### src/rtl/core/sfcs_pkg.sv
// Package with shared types and constants of the SPI flash command sequencer.
package sfcs_pkg;
  localparam logic [1:0] MODE_CMD  = 2'd0;
  localparam logic [1:0] MODE_RX   = 2'd1;
  localparam logic [1:0] MODE_TICK = 2'd2;

  localparam logic [1:0] KIND_FRAME = 2'd0;
  localparam logic [1:0] KIND_DATA  = 2'd1;
  localparam logic [1:0] KIND_DONE  = 2'd2;

  localparam logic [1:0] ST_OK      = 2'd0;
  localparam logic [1:0] ST_ERROR   = 2'd1;
  localparam logic [1:0] ST_TIMEOUT = 2'd2;

  localparam logic [7:0] OPC_READ    = 8'h03;
  localparam logic [7:0] OPC_PROGRAM = 8'h02;
  localparam logic [7:0] OPC_ERASE   = 8'h20;
  localparam logic [7:0] OPC_WREN    = 8'h06;
  localparam logic [7:0] OPC_WRDI    = 8'h04;
  localparam logic [7:0] OPC_RDSR    = 8'h05;

  localparam logic [0:0] REG_WORD_TIMEOUT = 1'd0;
  localparam logic [0:0] REG_POLL_TIMEOUT = 1'd1;

  // Classified request passed from the front part to the back part.
  typedef struct packed {
    logic [1:0]  mode;
    logic        cmd_bad;
    logic [7:0]  opcode;
    logic [23:0] address;
    logic [12:0] length;
    logic        cmd_ok_bus;
    logic [7:0]  rx_byte;
    logic        rx_error;
    logic [7:0]  write_byte;
  } req_t;

  // One result as sent on the output stream.
  typedef struct packed {
    logic [1:0] kind;
    logic [7:0] out_byte;
    logic       hold_select;
    logic [1:0] status;
    logic       last;
  } res_t;
endpackage

### src/rtl/core/sfcs_front.sv
// Front part: accepts requests and checks command requests against bus ownership, chip, opcode and the flash geometry.
module sfcs_front import sfcs_pkg::*; #(
  parameter int FLASH_BYTES  = 262144,
  parameter int MAX_TRANSFER = 4096,
  parameter int PAGE_BYTES   = 256,
  parameter int SECTOR_BYTES = 4096
) (
  input  logic        clk,
  input  logic        rst,
  input  logic        in_valid,
  output logic        in_ready,
  input  logic [1:0]  mode,
  input  logic [7:0]  opcode,
  input  logic [23:0] address,
  input  logic [15:0] length,
  input  logic [1:0]  chip,
  input  logic        bus_owned,
  input  logic [7:0]  rx_byte,
  input  logic        rx_error,
  input  logic [7:0]  write_byte,
  output logic        q_valid,
  input  logic        q_ready,
  output req_t        q_data
);
  localparam int PB = $clog2(PAGE_BYTES);
  localparam int SB = $clog2(SECTOR_BYTES);

  logic        xfer;
  logic        bad;
  logic [25:0] sum;
  logic [16:0] page_end;
  req_t        req;

  always_comb begin
    xfer = (opcode == OPC_READ) || (opcode == OPC_PROGRAM);
    sum = {2'b0, address} + {10'b0, length};
    page_end = {1'b0, 16'(address[PB-1:0])} + {1'b0, length};
    bad = 1'b0;
    if (!bus_owned || chip != 2'd0 || {2'b0, address} >= 26'(FLASH_BYTES) ||
        {10'b0, length} > 26'(MAX_TRANSFER) || sum > 26'(FLASH_BYTES)) begin
      bad = 1'b1;
    end else if (xfer) begin
      if (length == 16'd0 ||
          (opcode == OPC_PROGRAM && page_end > 17'(PAGE_BYTES))) begin
        bad = 1'b1;
      end
    end else if (length != 16'd0 ||
                 (opcode != OPC_ERASE && opcode != OPC_WREN && opcode != OPC_WRDI) ||
                 (opcode == OPC_ERASE && address[SB-1:0] != '0)) begin
      bad = 1'b1;
    end
    req.mode = mode;
    req.cmd_bad = bad;
    req.opcode = opcode;
    req.address = address;
    req.length = length[12:0];
    req.cmd_ok_bus = 1'b1;
    req.rx_byte = rx_byte;
    req.rx_error = rx_error;
    req.write_byte = write_byte;
  end

  // Single register stage: refills in the cycle it drains.
  assign in_ready = !q_valid || q_ready;

  always_ff @(posedge clk) begin
    if (rst) begin
      q_valid <= 1'b0;
    end else if (in_ready) begin
      q_valid <= in_valid;
    end
    if (in_ready && in_valid) begin
      q_data <= req;
    end
  end
endmodule

### src/rtl/core/sfcs_back.sv
// Back part: the transaction state machine that turns requests into frames, read data and done results.
module sfcs_back import sfcs_pkg::*; (
  input  logic        clk,
  input  logic        rst,
  input  logic        cfg_we,
  input  logic        cfg_index,
  input  logic [21:0] cfg_data,
  input  logic        q_valid,
  output logic        q_ready,
  input  req_t        q_data,
  output logic        out_valid,
  input  logic        out_ready,
  output res_t        out_data
);
  localparam logic [2:0] PH_IDLE      = 3'd0;
  localparam logic [2:0] PH_POLL_CMD  = 3'd1;
  localparam logic [2:0] PH_POLL_READ = 3'd2;
  localparam logic [2:0] PH_OPCODE    = 3'd3;
  localparam logic [2:0] PH_ADDR      = 3'd4;
  localparam logic [2:0] PH_DATA      = 3'd5;

  logic [15:0] word_timeout;
  logic [21:0] poll_timeout;
  logic [2:0]  phase, phase_next;
  logic        faulted, faulted_next;
  logic [7:0]  cur_op, cur_op_next;
  logic [23:0] cur_addr, cur_addr_next;
  logic [12:0] bytes_left, bytes_left_next;
  logic [1:0]  abi, abi_next;
  logic [15:0] word_ticks, word_ticks_next;
  logic [21:0] poll_ticks, poll_ticks_next;
  logic [1:0]  pmask, pmask_next, pexp, pexp_next;
  logic        fin, fin_next;

  // Output buffer of up to two results; a second result is a frame following read data.
  logic        r0_v, r1_v;
  res_t        r0, r1;
  logic        n_cnt0, n_cnt1;
  res_t        n0, n1;
  logic        is_xfer, take;
  logic [7:0]  abyte;

  assign q_ready = !r1_v && (!r0_v || out_ready);
  assign take = q_valid && q_ready;
  assign out_valid = r0_v;
  assign out_data = r0;
  assign is_xfer = (cur_op == OPC_READ) || (cur_op == OPC_PROGRAM);

  function automatic res_t mk(logic [1:0] k, logic [7:0] b, logic h, logic [1:0] s,
                              logic l);
    res_t r;
    r.kind = k;
    r.out_byte = b;
    r.hold_select = h;
    r.status = s;
    r.last = l;
    return r;
  endfunction

  always_comb begin
    logic       emit;
    res_t       e;
    logic [1:0] ai;
    phase_next = phase;
    faulted_next = faulted;
    cur_op_next = cur_op;
    cur_addr_next = cur_addr;
    bytes_left_next = bytes_left;
    abi_next = abi;
    word_ticks_next = word_ticks;
    poll_ticks_next = poll_ticks;
    pmask_next = pmask;
    pexp_next = pexp;
    fin_next = fin;
    n_cnt0 = 1'b0;
    n_cnt1 = 1'b0;
    n0 = mk(KIND_DATA, q_data.rx_byte, 1'b0, ST_OK, 1'b0);
    emit = 1'b0;
    e = mk(KIND_DONE, 8'd0, 1'b0, ST_OK, 1'b1);
    ai = 2'd0;
    abyte = 8'd0;
    if (take) begin
      case (q_data.mode)
        MODE_CMD: begin
          if (phase == PH_IDLE) begin
            emit = 1'b1;
            if (q_data.cmd_bad || faulted) begin
              e = mk(KIND_DONE, 8'd0, 1'b0, ST_ERROR, 1'b1);
            end else begin
              cur_op_next = q_data.opcode;
              cur_addr_next = q_data.address;
              bytes_left_next = q_data.length;
              abi_next = 2'd0;
              phase_next = PH_POLL_CMD;
              fin_next = 1'b0;
              pmask_next = 2'd1;
              pexp_next = 2'd0;
              poll_ticks_next = '0;
              word_ticks_next = '0;
              e = mk(KIND_FRAME, OPC_RDSR, 1'b1, ST_OK, 1'b1);
            end
          end
        end
        MODE_TICK: begin
          if (phase != PH_IDLE) begin
            if (word_ticks != 16'hFFFF) word_ticks_next = word_ticks + 16'd1;
            if ((phase == PH_POLL_CMD || phase == PH_POLL_READ) &&
                poll_ticks != 22'h3FFFFF) poll_ticks_next = poll_ticks + 22'd1;
            if (word_ticks_next >= word_timeout) begin
              emit = 1'b1;
              e = mk(KIND_DONE, 8'd0, 1'b0, ST_TIMEOUT, 1'b1);
              faulted_next = 1'b1;
              phase_next = PH_IDLE;
              fin_next = 1'b0;
            end
          end
        end
        MODE_RX: begin
          if (phase != PH_IDLE) begin
            emit = 1'b1;
            if (q_data.rx_error) begin
              e = mk(KIND_DONE, 8'd0, 1'b0, ST_ERROR, 1'b1);
              faulted_next = 1'b1;
              phase_next = PH_IDLE;
              fin_next = 1'b0;
            end else begin
              // Every path below sends a frame or finishes; do_final marks the paths that start the final poll.
              logic do_final;
              do_final = 1'b0;
              case (phase)
                PH_POLL_CMD: begin
                  phase_next = PH_POLL_READ;
                  e = mk(KIND_FRAME, 8'd0, 1'b0, ST_OK, 1'b1);
                end
                PH_POLL_READ: begin
                  if ((q_data.rx_byte[1:0] & pmask) == pexp) begin
                    if (fin) begin
                      e = mk(KIND_DONE, 8'd0, 1'b0, ST_OK, 1'b1);
                      phase_next = PH_IDLE;
                      fin_next = 1'b0;
                    end else begin
                      phase_next = PH_OPCODE;
                      e = mk(KIND_FRAME, cur_op, is_xfer || cur_op == OPC_ERASE,
                             ST_OK, 1'b1);
                    end
                  end else if (poll_ticks >= poll_timeout) begin
                    e = mk(KIND_DONE, 8'd0, 1'b0, ST_TIMEOUT, 1'b1);
                    faulted_next = 1'b1;
                    phase_next = PH_IDLE;
                    fin_next = 1'b0;
                  end else begin
                    phase_next = PH_POLL_CMD;
                    e = mk(KIND_FRAME, OPC_RDSR, 1'b1, ST_OK, 1'b1);
                  end
                end
                PH_OPCODE: begin
                  if (is_xfer || cur_op == OPC_ERASE) begin
                    phase_next = PH_ADDR;
                    abi_next = 2'd0;
                    e = mk(KIND_FRAME, cur_addr[23:16], 1'b1, ST_OK, 1'b1);
                  end else begin
                    do_final = 1'b1;
                  end
                end
                PH_ADDR: begin
                  if (abi < 2'd2) begin
                    ai = abi + 2'd1;
                    abi_next = ai;
                    abyte = (ai == 2'd1) ? cur_addr[15:8] : cur_addr[7:0];
                    e = mk(KIND_FRAME, abyte, (ai < 2'd2) || is_xfer, ST_OK, 1'b1);
                  end else if (!is_xfer || bytes_left == 13'd0) begin
                    do_final = 1'b1;
                  end else begin
                    phase_next = PH_DATA;
                    bytes_left_next = bytes_left - 13'd1;
                    e = mk(KIND_FRAME, (cur_op == OPC_PROGRAM) ? q_data.write_byte : 8'd0,
                           bytes_left_next != 13'd0, ST_OK, 1'b1);
                  end
                end
                PH_DATA: begin
                  n_cnt0 = (cur_op == OPC_READ);
                  if (bytes_left == 13'd0) begin
                    do_final = 1'b1;
                  end else begin
                    bytes_left_next = bytes_left - 13'd1;
                    e = mk(KIND_FRAME, (cur_op == OPC_PROGRAM) ? q_data.write_byte : 8'd0,
                           bytes_left_next != 13'd0, ST_OK, 1'b1);
                  end
                end
                default: begin
                  phase_next = PH_IDLE;
                  emit = 1'b0;
                end
              endcase
              if (do_final) begin
                phase_next = PH_POLL_CMD;
                fin_next = 1'b1;
                pmask_next = (cur_op == OPC_WREN || cur_op == OPC_WRDI) ? 2'd3 : 2'd1;
                pexp_next = (cur_op == OPC_WREN) ? 2'd2 : 2'd0;
                poll_ticks_next = '0;
                e = mk(KIND_FRAME, OPC_RDSR, 1'b1, ST_OK, 1'b1);
              end
            end
            if (emit && e.kind == KIND_FRAME) word_ticks_next = '0;
          end
        end
        default: begin
        end
      endcase
    end
    // Lay out results: optional read data first, then the emitted result.
    if (n_cnt0) begin
      n1 = e;
      n_cnt1 = emit;
    end else begin
      n0 = e;
      n_cnt0 = emit;
      n1 = e;
    end
  end

  always_ff @(posedge clk) begin
    if (rst) begin
      word_timeout <= 16'd1000;
      poll_timeout <= 22'd2000000;
      phase <= PH_IDLE;
      faulted <= 1'b0;
      cur_op <= '0;
      cur_addr <= '0;
      bytes_left <= '0;
      abi <= '0;
      word_ticks <= '0;
      poll_ticks <= '0;
      pmask <= '0;
      pexp <= '0;
      fin <= 1'b0;
      r0_v <= 1'b0;
      r1_v <= 1'b0;
    end else begin
      if (cfg_we) begin
        if (cfg_index == REG_WORD_TIMEOUT) word_timeout <= cfg_data[15:0];
        else poll_timeout <= cfg_data;
      end
      phase <= phase_next;
      faulted <= faulted_next;
      cur_op <= cur_op_next;
      cur_addr <= cur_addr_next;
      bytes_left <= bytes_left_next;
      abi <= abi_next;
      word_ticks <= word_ticks_next;
      poll_ticks <= poll_ticks_next;
      pmask <= pmask_next;
      pexp <= pexp_next;
      fin <= fin_next;
      if (take) begin
        // Buffer is empty or draining now; load new results.
        r0_v <= n_cnt0;
        r1_v <= n_cnt1;
        r0 <= n0;
        r1 <= n1;
      end else if (r0_v && out_ready) begin
        r0_v <= r1_v;
        r0 <= r1;
        r1_v <= 1'b0;
      end
    end
  end
endmodule

### src/rtl/core/spi_flash_command_sequencer_unit.sv
// Top level of the SPI NOR flash command sequencer.
// The block runs one flash transaction at a time. A command request is checked
// by the front stage (bus ownership, chip, range, page and sector rules) and a
// rejected request returns one done result with error status. A good request
// starts a status poll, then opcode, three address bytes and data frames, each
// one output result carrying a chip-select-hold flag; received-byte requests
// advance the sequence and tick requests time out frames and polls. A timeout
// or receive error sets a sticky fault that only reset clears. The request
// type travels on s_tuser and the result kind on m_tuser. The back state
// machine handles each request as it is taken, so one request per clock is
// sustained while the output is taken. A request passes the front register
// and then the output buffer before its first result is valid and can be
// taken. A read data byte plus the next frame produce two results, which the
// two-entry output buffer holds; the input then waits while the second result
// leaves. Configuration writes are taken at any time but are meant for idle
// periods.
module spi_flash_command_sequencer_unit import sfcs_pkg::*; #(
  parameter int FLASH_BYTES  = 262144,
  parameter int MAX_TRANSFER = 4096,
  parameter int PAGE_BYTES   = 256,
  parameter int SECTOR_BYTES = 4096
) (
  input  logic        clk,
  input  logic        rst,
  input  logic        s_tvalid,
  output logic        s_tready,
  // opcode[7:0], address[31:8], length[47:32], chip[49:48], bus_owned[50],
  // rx_byte[58:51], rx_error[59], write_byte[67:60], zero fill
  input  logic [71:0] s_tdata,
  // mode[1:0]
  input  logic [1:0]  s_tuser,
  output logic        m_tvalid,
  input  logic        m_tready,
  // out_byte[7:0], hold_select[8], status[10:9], zero fill
  output logic [15:0] m_tdata,
  // kind[1:0]
  output logic [1:0]  m_tuser,
  // last
  output logic        m_tlast,
  input  logic        cfg_we,
  input  logic        cfg_index,
  input  logic [21:0] cfg_data
);
  logic q_valid, q_ready;
  req_t q_data;
  res_t res;

  sfcs_front #(
    .FLASH_BYTES(FLASH_BYTES), .MAX_TRANSFER(MAX_TRANSFER),
    .PAGE_BYTES(PAGE_BYTES), .SECTOR_BYTES(SECTOR_BYTES)
  ) u_front (
    .clk(clk), .rst(rst),
    .in_valid(s_tvalid), .in_ready(s_tready),
    .mode(s_tuser), .opcode(s_tdata[7:0]), .address(s_tdata[31:8]),
    .length(s_tdata[47:32]), .chip(s_tdata[49:48]), .bus_owned(s_tdata[50]),
    .rx_byte(s_tdata[58:51]), .rx_error(s_tdata[59]), .write_byte(s_tdata[67:60]),
    .q_valid(q_valid), .q_ready(q_ready), .q_data(q_data)
  );

  sfcs_back u_back (
    .clk(clk), .rst(rst),
    .cfg_we(cfg_we), .cfg_index(cfg_index), .cfg_data(cfg_data),
    .q_valid(q_valid), .q_ready(q_ready), .q_data(q_data),
    .out_valid(m_tvalid), .out_ready(m_tready), .out_data(res)
  );

  assign m_tdata = {5'b0, res.status, res.hold_select, res.out_byte};
  assign m_tuser = res.kind;
  assign m_tlast = res.last;
endmodule

### config.mk
export PLATFORM = sky130hd
export DESIGN_NAME = spi_flash_command_sequencer_unit
export DESIGN_NICKNAME = d
export VERILOG_FILES = /design/src/rtl/core/sfcs_pkg.sv /design/src/rtl/core/sfcs_front.sv /design/src/rtl/core/sfcs_back.sv /design/src/rtl/core/spi_flash_command_sequencer_unit.sv
export SDC_FILE = /design/constraint.sdc
export NUM_CORES = 1
export LEC_CHECK = 0
export BUFFER_PORTS_ARGS = -buffer_cell sky130_fd_sc_hd__buf_2
export CORE_ASPECT_RATIO = 1.75
export CORE_UTILIZATION = 45
export DETAILED_ROUTE_END_ITERATION = 10
export GPL_TIMING_DRIVEN = 0
export PLACE_DENSITY_LB_ADDON = 0.08
export SLEW_MARGIN = 20
export SYNTH_ARGS = -nofsm -noshare
export SYNTH_HDL_FRONTEND = slang
export SYNTH_SLANG_ARGS = --single-unit
### constraint.sdc
create_clock -name clk -period 4.7 [get_ports clk]
set_input_delay 0.47 -clock clk [delete_from_list [all_inputs] [get_ports clk]]
set_output_delay 0.47 -clock clk [all_outputs]
set_load 0.03 [all_outputs]
==> results.yml <==
placement:
  post_dp_cell_area_mm2: 0.0128
  place.port_buffers: 113
  globalplace.congestion: 0.898
  placed_cells_incl_taps: 1758
  dp.final_hpwl_um: 25900
logic_synthesis:
  fraction_of_synthesis_flops_using_an_asynchronous_set_or_reset_pin_pct: 0
  synth_area_leader_cell: "sky130_fd_sc_hd__edfxtp_1"
  synth.lib_cells_used.distinct: 77
  post_synth_most_frequent_cells: "sky130_fd_sc_hd__nand2_1, sky130_fd_sc_hd__a21oi_1, sky130_fd_sc_hd__dfxtp_1"
  synth_enable_flop_cells: 91
  synth-main-ff-cell: "sky130_fd_sc_hd__dfxtp_1"
  synth_seq_cells: 225
  yosys-top-cells-area: "sky130_fd_sc_hd__edfxtp_1, sky130_fd_sc_hd__dfxtp_1, sky130_fd_sc_hd__nand2_1, sky130_fd_sc_hd__ha_1, sky130_fd_sc_hd__a21oi_1"
  synth_top_area_share_pct: 23.2
  synthesis.instances: 1320
  mappedNetlistArea_mm2: 0.0118
  most_repeated_cell_in_the_gate_level_netlist_after_synthesis: "sky130_fd_sc_hd__nand2_1"
  yosysWarningCount: 0
  syn-mean-instance-area_um2: 8.93
  yosysSeqAreaShare_pct: 45.9
finish:
  layout-area-overhead-vs-synth_pct: 15.4
  layout-drive-gt1-share_pct: 13.0
  finish.net_count: 1632
  multiInputGateArea_mm2: 0.00590
  fin_util_pct: 52.6
  fill_cells: 2485
  post_layout_nonfiller_instances: 1800
  design_area_mm2: 0.0136
  layout.area.seq_mm2: 0.00542
  diodes: 0
timing:
  setup-tns-final_ps: 0
  fin_crit_ps: 4440
  timing.final.hold_violations: 0
  rsz_0062_raised_after_global_routing: "false"
  clock_skews_ps: 18.8
  timing.slew.headroom_pct: 21.1
  worstMarginPinSlew_ps: 1170
  fin_crit_sh_pct: 94.6
  setup_violations: 0
  achievable-frequency_mhz: 225
  hold-worst-slack_ps: 109
  timing.final.max_slew_violations: 0
clock_tree:
  clk_pin_slew_worst_paths_ps: 70
  clock_insertion_delay_worst_skew_ps: 540
  cts-root-buf: "sky130_fd_sc_hd__clkbuf_16"
  max-clock-path-buffers: 3
  clock_sinks: 225
  number_of_buffers_added_by_the_clock_tree_synthesis_step: 22
  post_cts_hold_buffer_count: 0
  cts_tree: "yes"
  cts-htree-levels: 1
route:
  wire_per_inst_um: 18.5
  drc: 0
  drt-initial-drc-count: 552
  ant_nets: 0
  route.detailed.vias_per_inst: 5.64
  vias: 10147
  detail_route.wirelength_um: 33300
  firstDrtPassIters: 6
setup_path:
  setup.worst_path.end_class: "flip-flop"
  crit_required_ps: 5110
  slowest_delay_ps: 500
  r2r_slack_ps: 260
  critPathKind: "reg2reg"
  cp_cell_sequence: "and4_1, nand4_1, nor4_4, buf_4, nor2b_1, nor2_1, nand3_1, xnor2_1, ha_1, a21o_1, a21oi_1, o22ai_1, o21bai_1, o211ai_1, a21oi_1, a2111o_1, nor4_1, a311o_1"
  startpoint_class_of_the_critical_path: "flip-flop"
  critical_path_arrival_ps: 4850
  critical_path.slowest_cell: "sky130_fd_sc_hd__a21oi_1"
  crit_top_cell: "sky130_fd_sc_hd__a21oi_1"
  crit_path_max_fanout: 7
global_route:
  global_route.usage.total_pct: 24.7
  grt_pass1_vias: 9923
  grt_first_pass_wirelength_um: 52700
  pin_count_of_the_biggest_net_entering_global_routing: 62
  grt_overflow_total: 0
  grt_antenna_before_repair: 0
floorplanning:
  die_area_mm2: 0.0269
  die_w_um: 124
  placementRows: 78
  placeableCoreArea_mm2: 0.0259
  io-pin-count: 123
  dieHeight_um: 216
  start_util_pct: 45.6
min_path:
  hold_path_class: "in2reg"
outcome:
  status: "completed"
pwr:
  cellLeakagePower_nw: 5.13
  worst_ir_drop_vdd_v: 0.000307
  power_density_mw_per_mm2: 326
run:
  max_cap_viols: 0
[power breakdown]
group	switching [W]	internal, W
logic	0.000277	0.000156
clock network	0.000776	0.00110
registers	0.0000269	0.00209
[critical path: cells and delay by family (launching register included)]
kind / cells / cell delay [ps]
flip-flops: 1 / 430
AO/OA/AOI/OAI: 8 / 1810
buffers and inverters: 1 / 170
adder cells (fa/ha/maj): 1 / 270
AND/OR/NAND/NOR: 7 / 1520
XOR/XNOR: 1 / 140
[state kept, by name, summed over array words and instances, names as in the netlist]
register / count
u_back.abi: 2
u_back.bytes_left: 13
u_back.cur_addr: 24
u_back.cur_op: 8
u_back.faulted: 1
u_back.fin: 1
u_back.out_data: 14
u_back.out_valid: 1
u_back.pexp: 1
u_back.phase: 3
u_back.pmask: 2
u_back.poll_ticks: 22
u_back.poll_timeout: 22
u_back.r1: 12
u_back.r1_v: 1
u_back.word_ticks: 16
u_back.word_timeout: 16
u_front.q_data: 65
u_front.q_valid: 1
[metrics by stage]
step           worst slack [ps]  power (W)
4_1_cts                    80.1    0.00448
2_1_floorplan               966    0.00243
3_3_place_gp                132    0.00259
6_report                    255    0.00443
5_1_grt                    3.40    0.00460
3_5_place_dp                114    0.00260
[routing by layer]
layer	wire, µm	vias up	global-route usage, %	part of all wire, %
li1	-	5048	-	-
met1	11800	4801	24.0	36
met2	19300	225	50.9	58
met3	940	73	2.25	2.8
met4	1250	0	11.0	3.8
met5	0	-	0	0
[repair_timing]
action | 4_1_cts | 5_1_grt
resized for setup | 0 | 4
setup buffers | 0 | 2
setup endpoints to repair | 0 | 9
[worst paths after layout]
check,cells past startpoint,start,to
hold reg to reg,2,u_back.cur_addr[8]$_SDFFE_PP0P_,u_back.cur_addr[8]$_SDFFE_PP0P_
hold / removal,1,s_tdata[58],u_front.q_data[16]$_DFFE_PP_
setup reg to reg,18,u_back.word_ticks[4]$_SDFFE_PP0P_,u_back.phase[2]$_SDFFE_PP0P_
setup / recovery,18,u_back.word_ticks[4]$_SDFFE_PP0P_,u_back.phase[2]$_SDFFE_PP0P_
[logic make-up after synthesis]
logic type      share of synthesized area (%)
xor+xnor                                 2.23
mux                                      1.66
compound gates                           18.3
flops                                    45.9
fa+ha+maj                                7.07
other cells                            0.0318
simple gates                             20.4
buf+inv                                  4.44
[layout make-up]
type | count | area share (%)
Clock inverter | 13 | 1.33
Multi-Input combinational cell | 965 | 43.3
Buffer | 62 | 1.86
Clock buffer | 27 | 4.26
Inverter | 72 | 1.99
Timing Repair Buffer | 116 | 4.47
Tap cell | 320 | 2.94
Sequential cell | 225 | 39.8
[cell usage in the layout (no fill, tap or decap), drive strengths merged, types with 8 or more instances in the layout]
cell,instances
nand2,226
a21oi,142
dfxtp,134
buf,128
edfxtp,91
nor2,87
clkbuf,77
inv,71
ha,65
o21ai,52
nand3,37
nor3,23
nand4,21
a21o,19
xnor2,19
o211ai,18
nor4,18
nand2b,16
nor2b,16
or3,13
a211oi,13
mux2,12
xor2,11
clkinv,10
and3,9
a31oi,9
a222oi,8
o21a,8
or4,8
No activity file was read; power rests on OpenSTA's default activity.
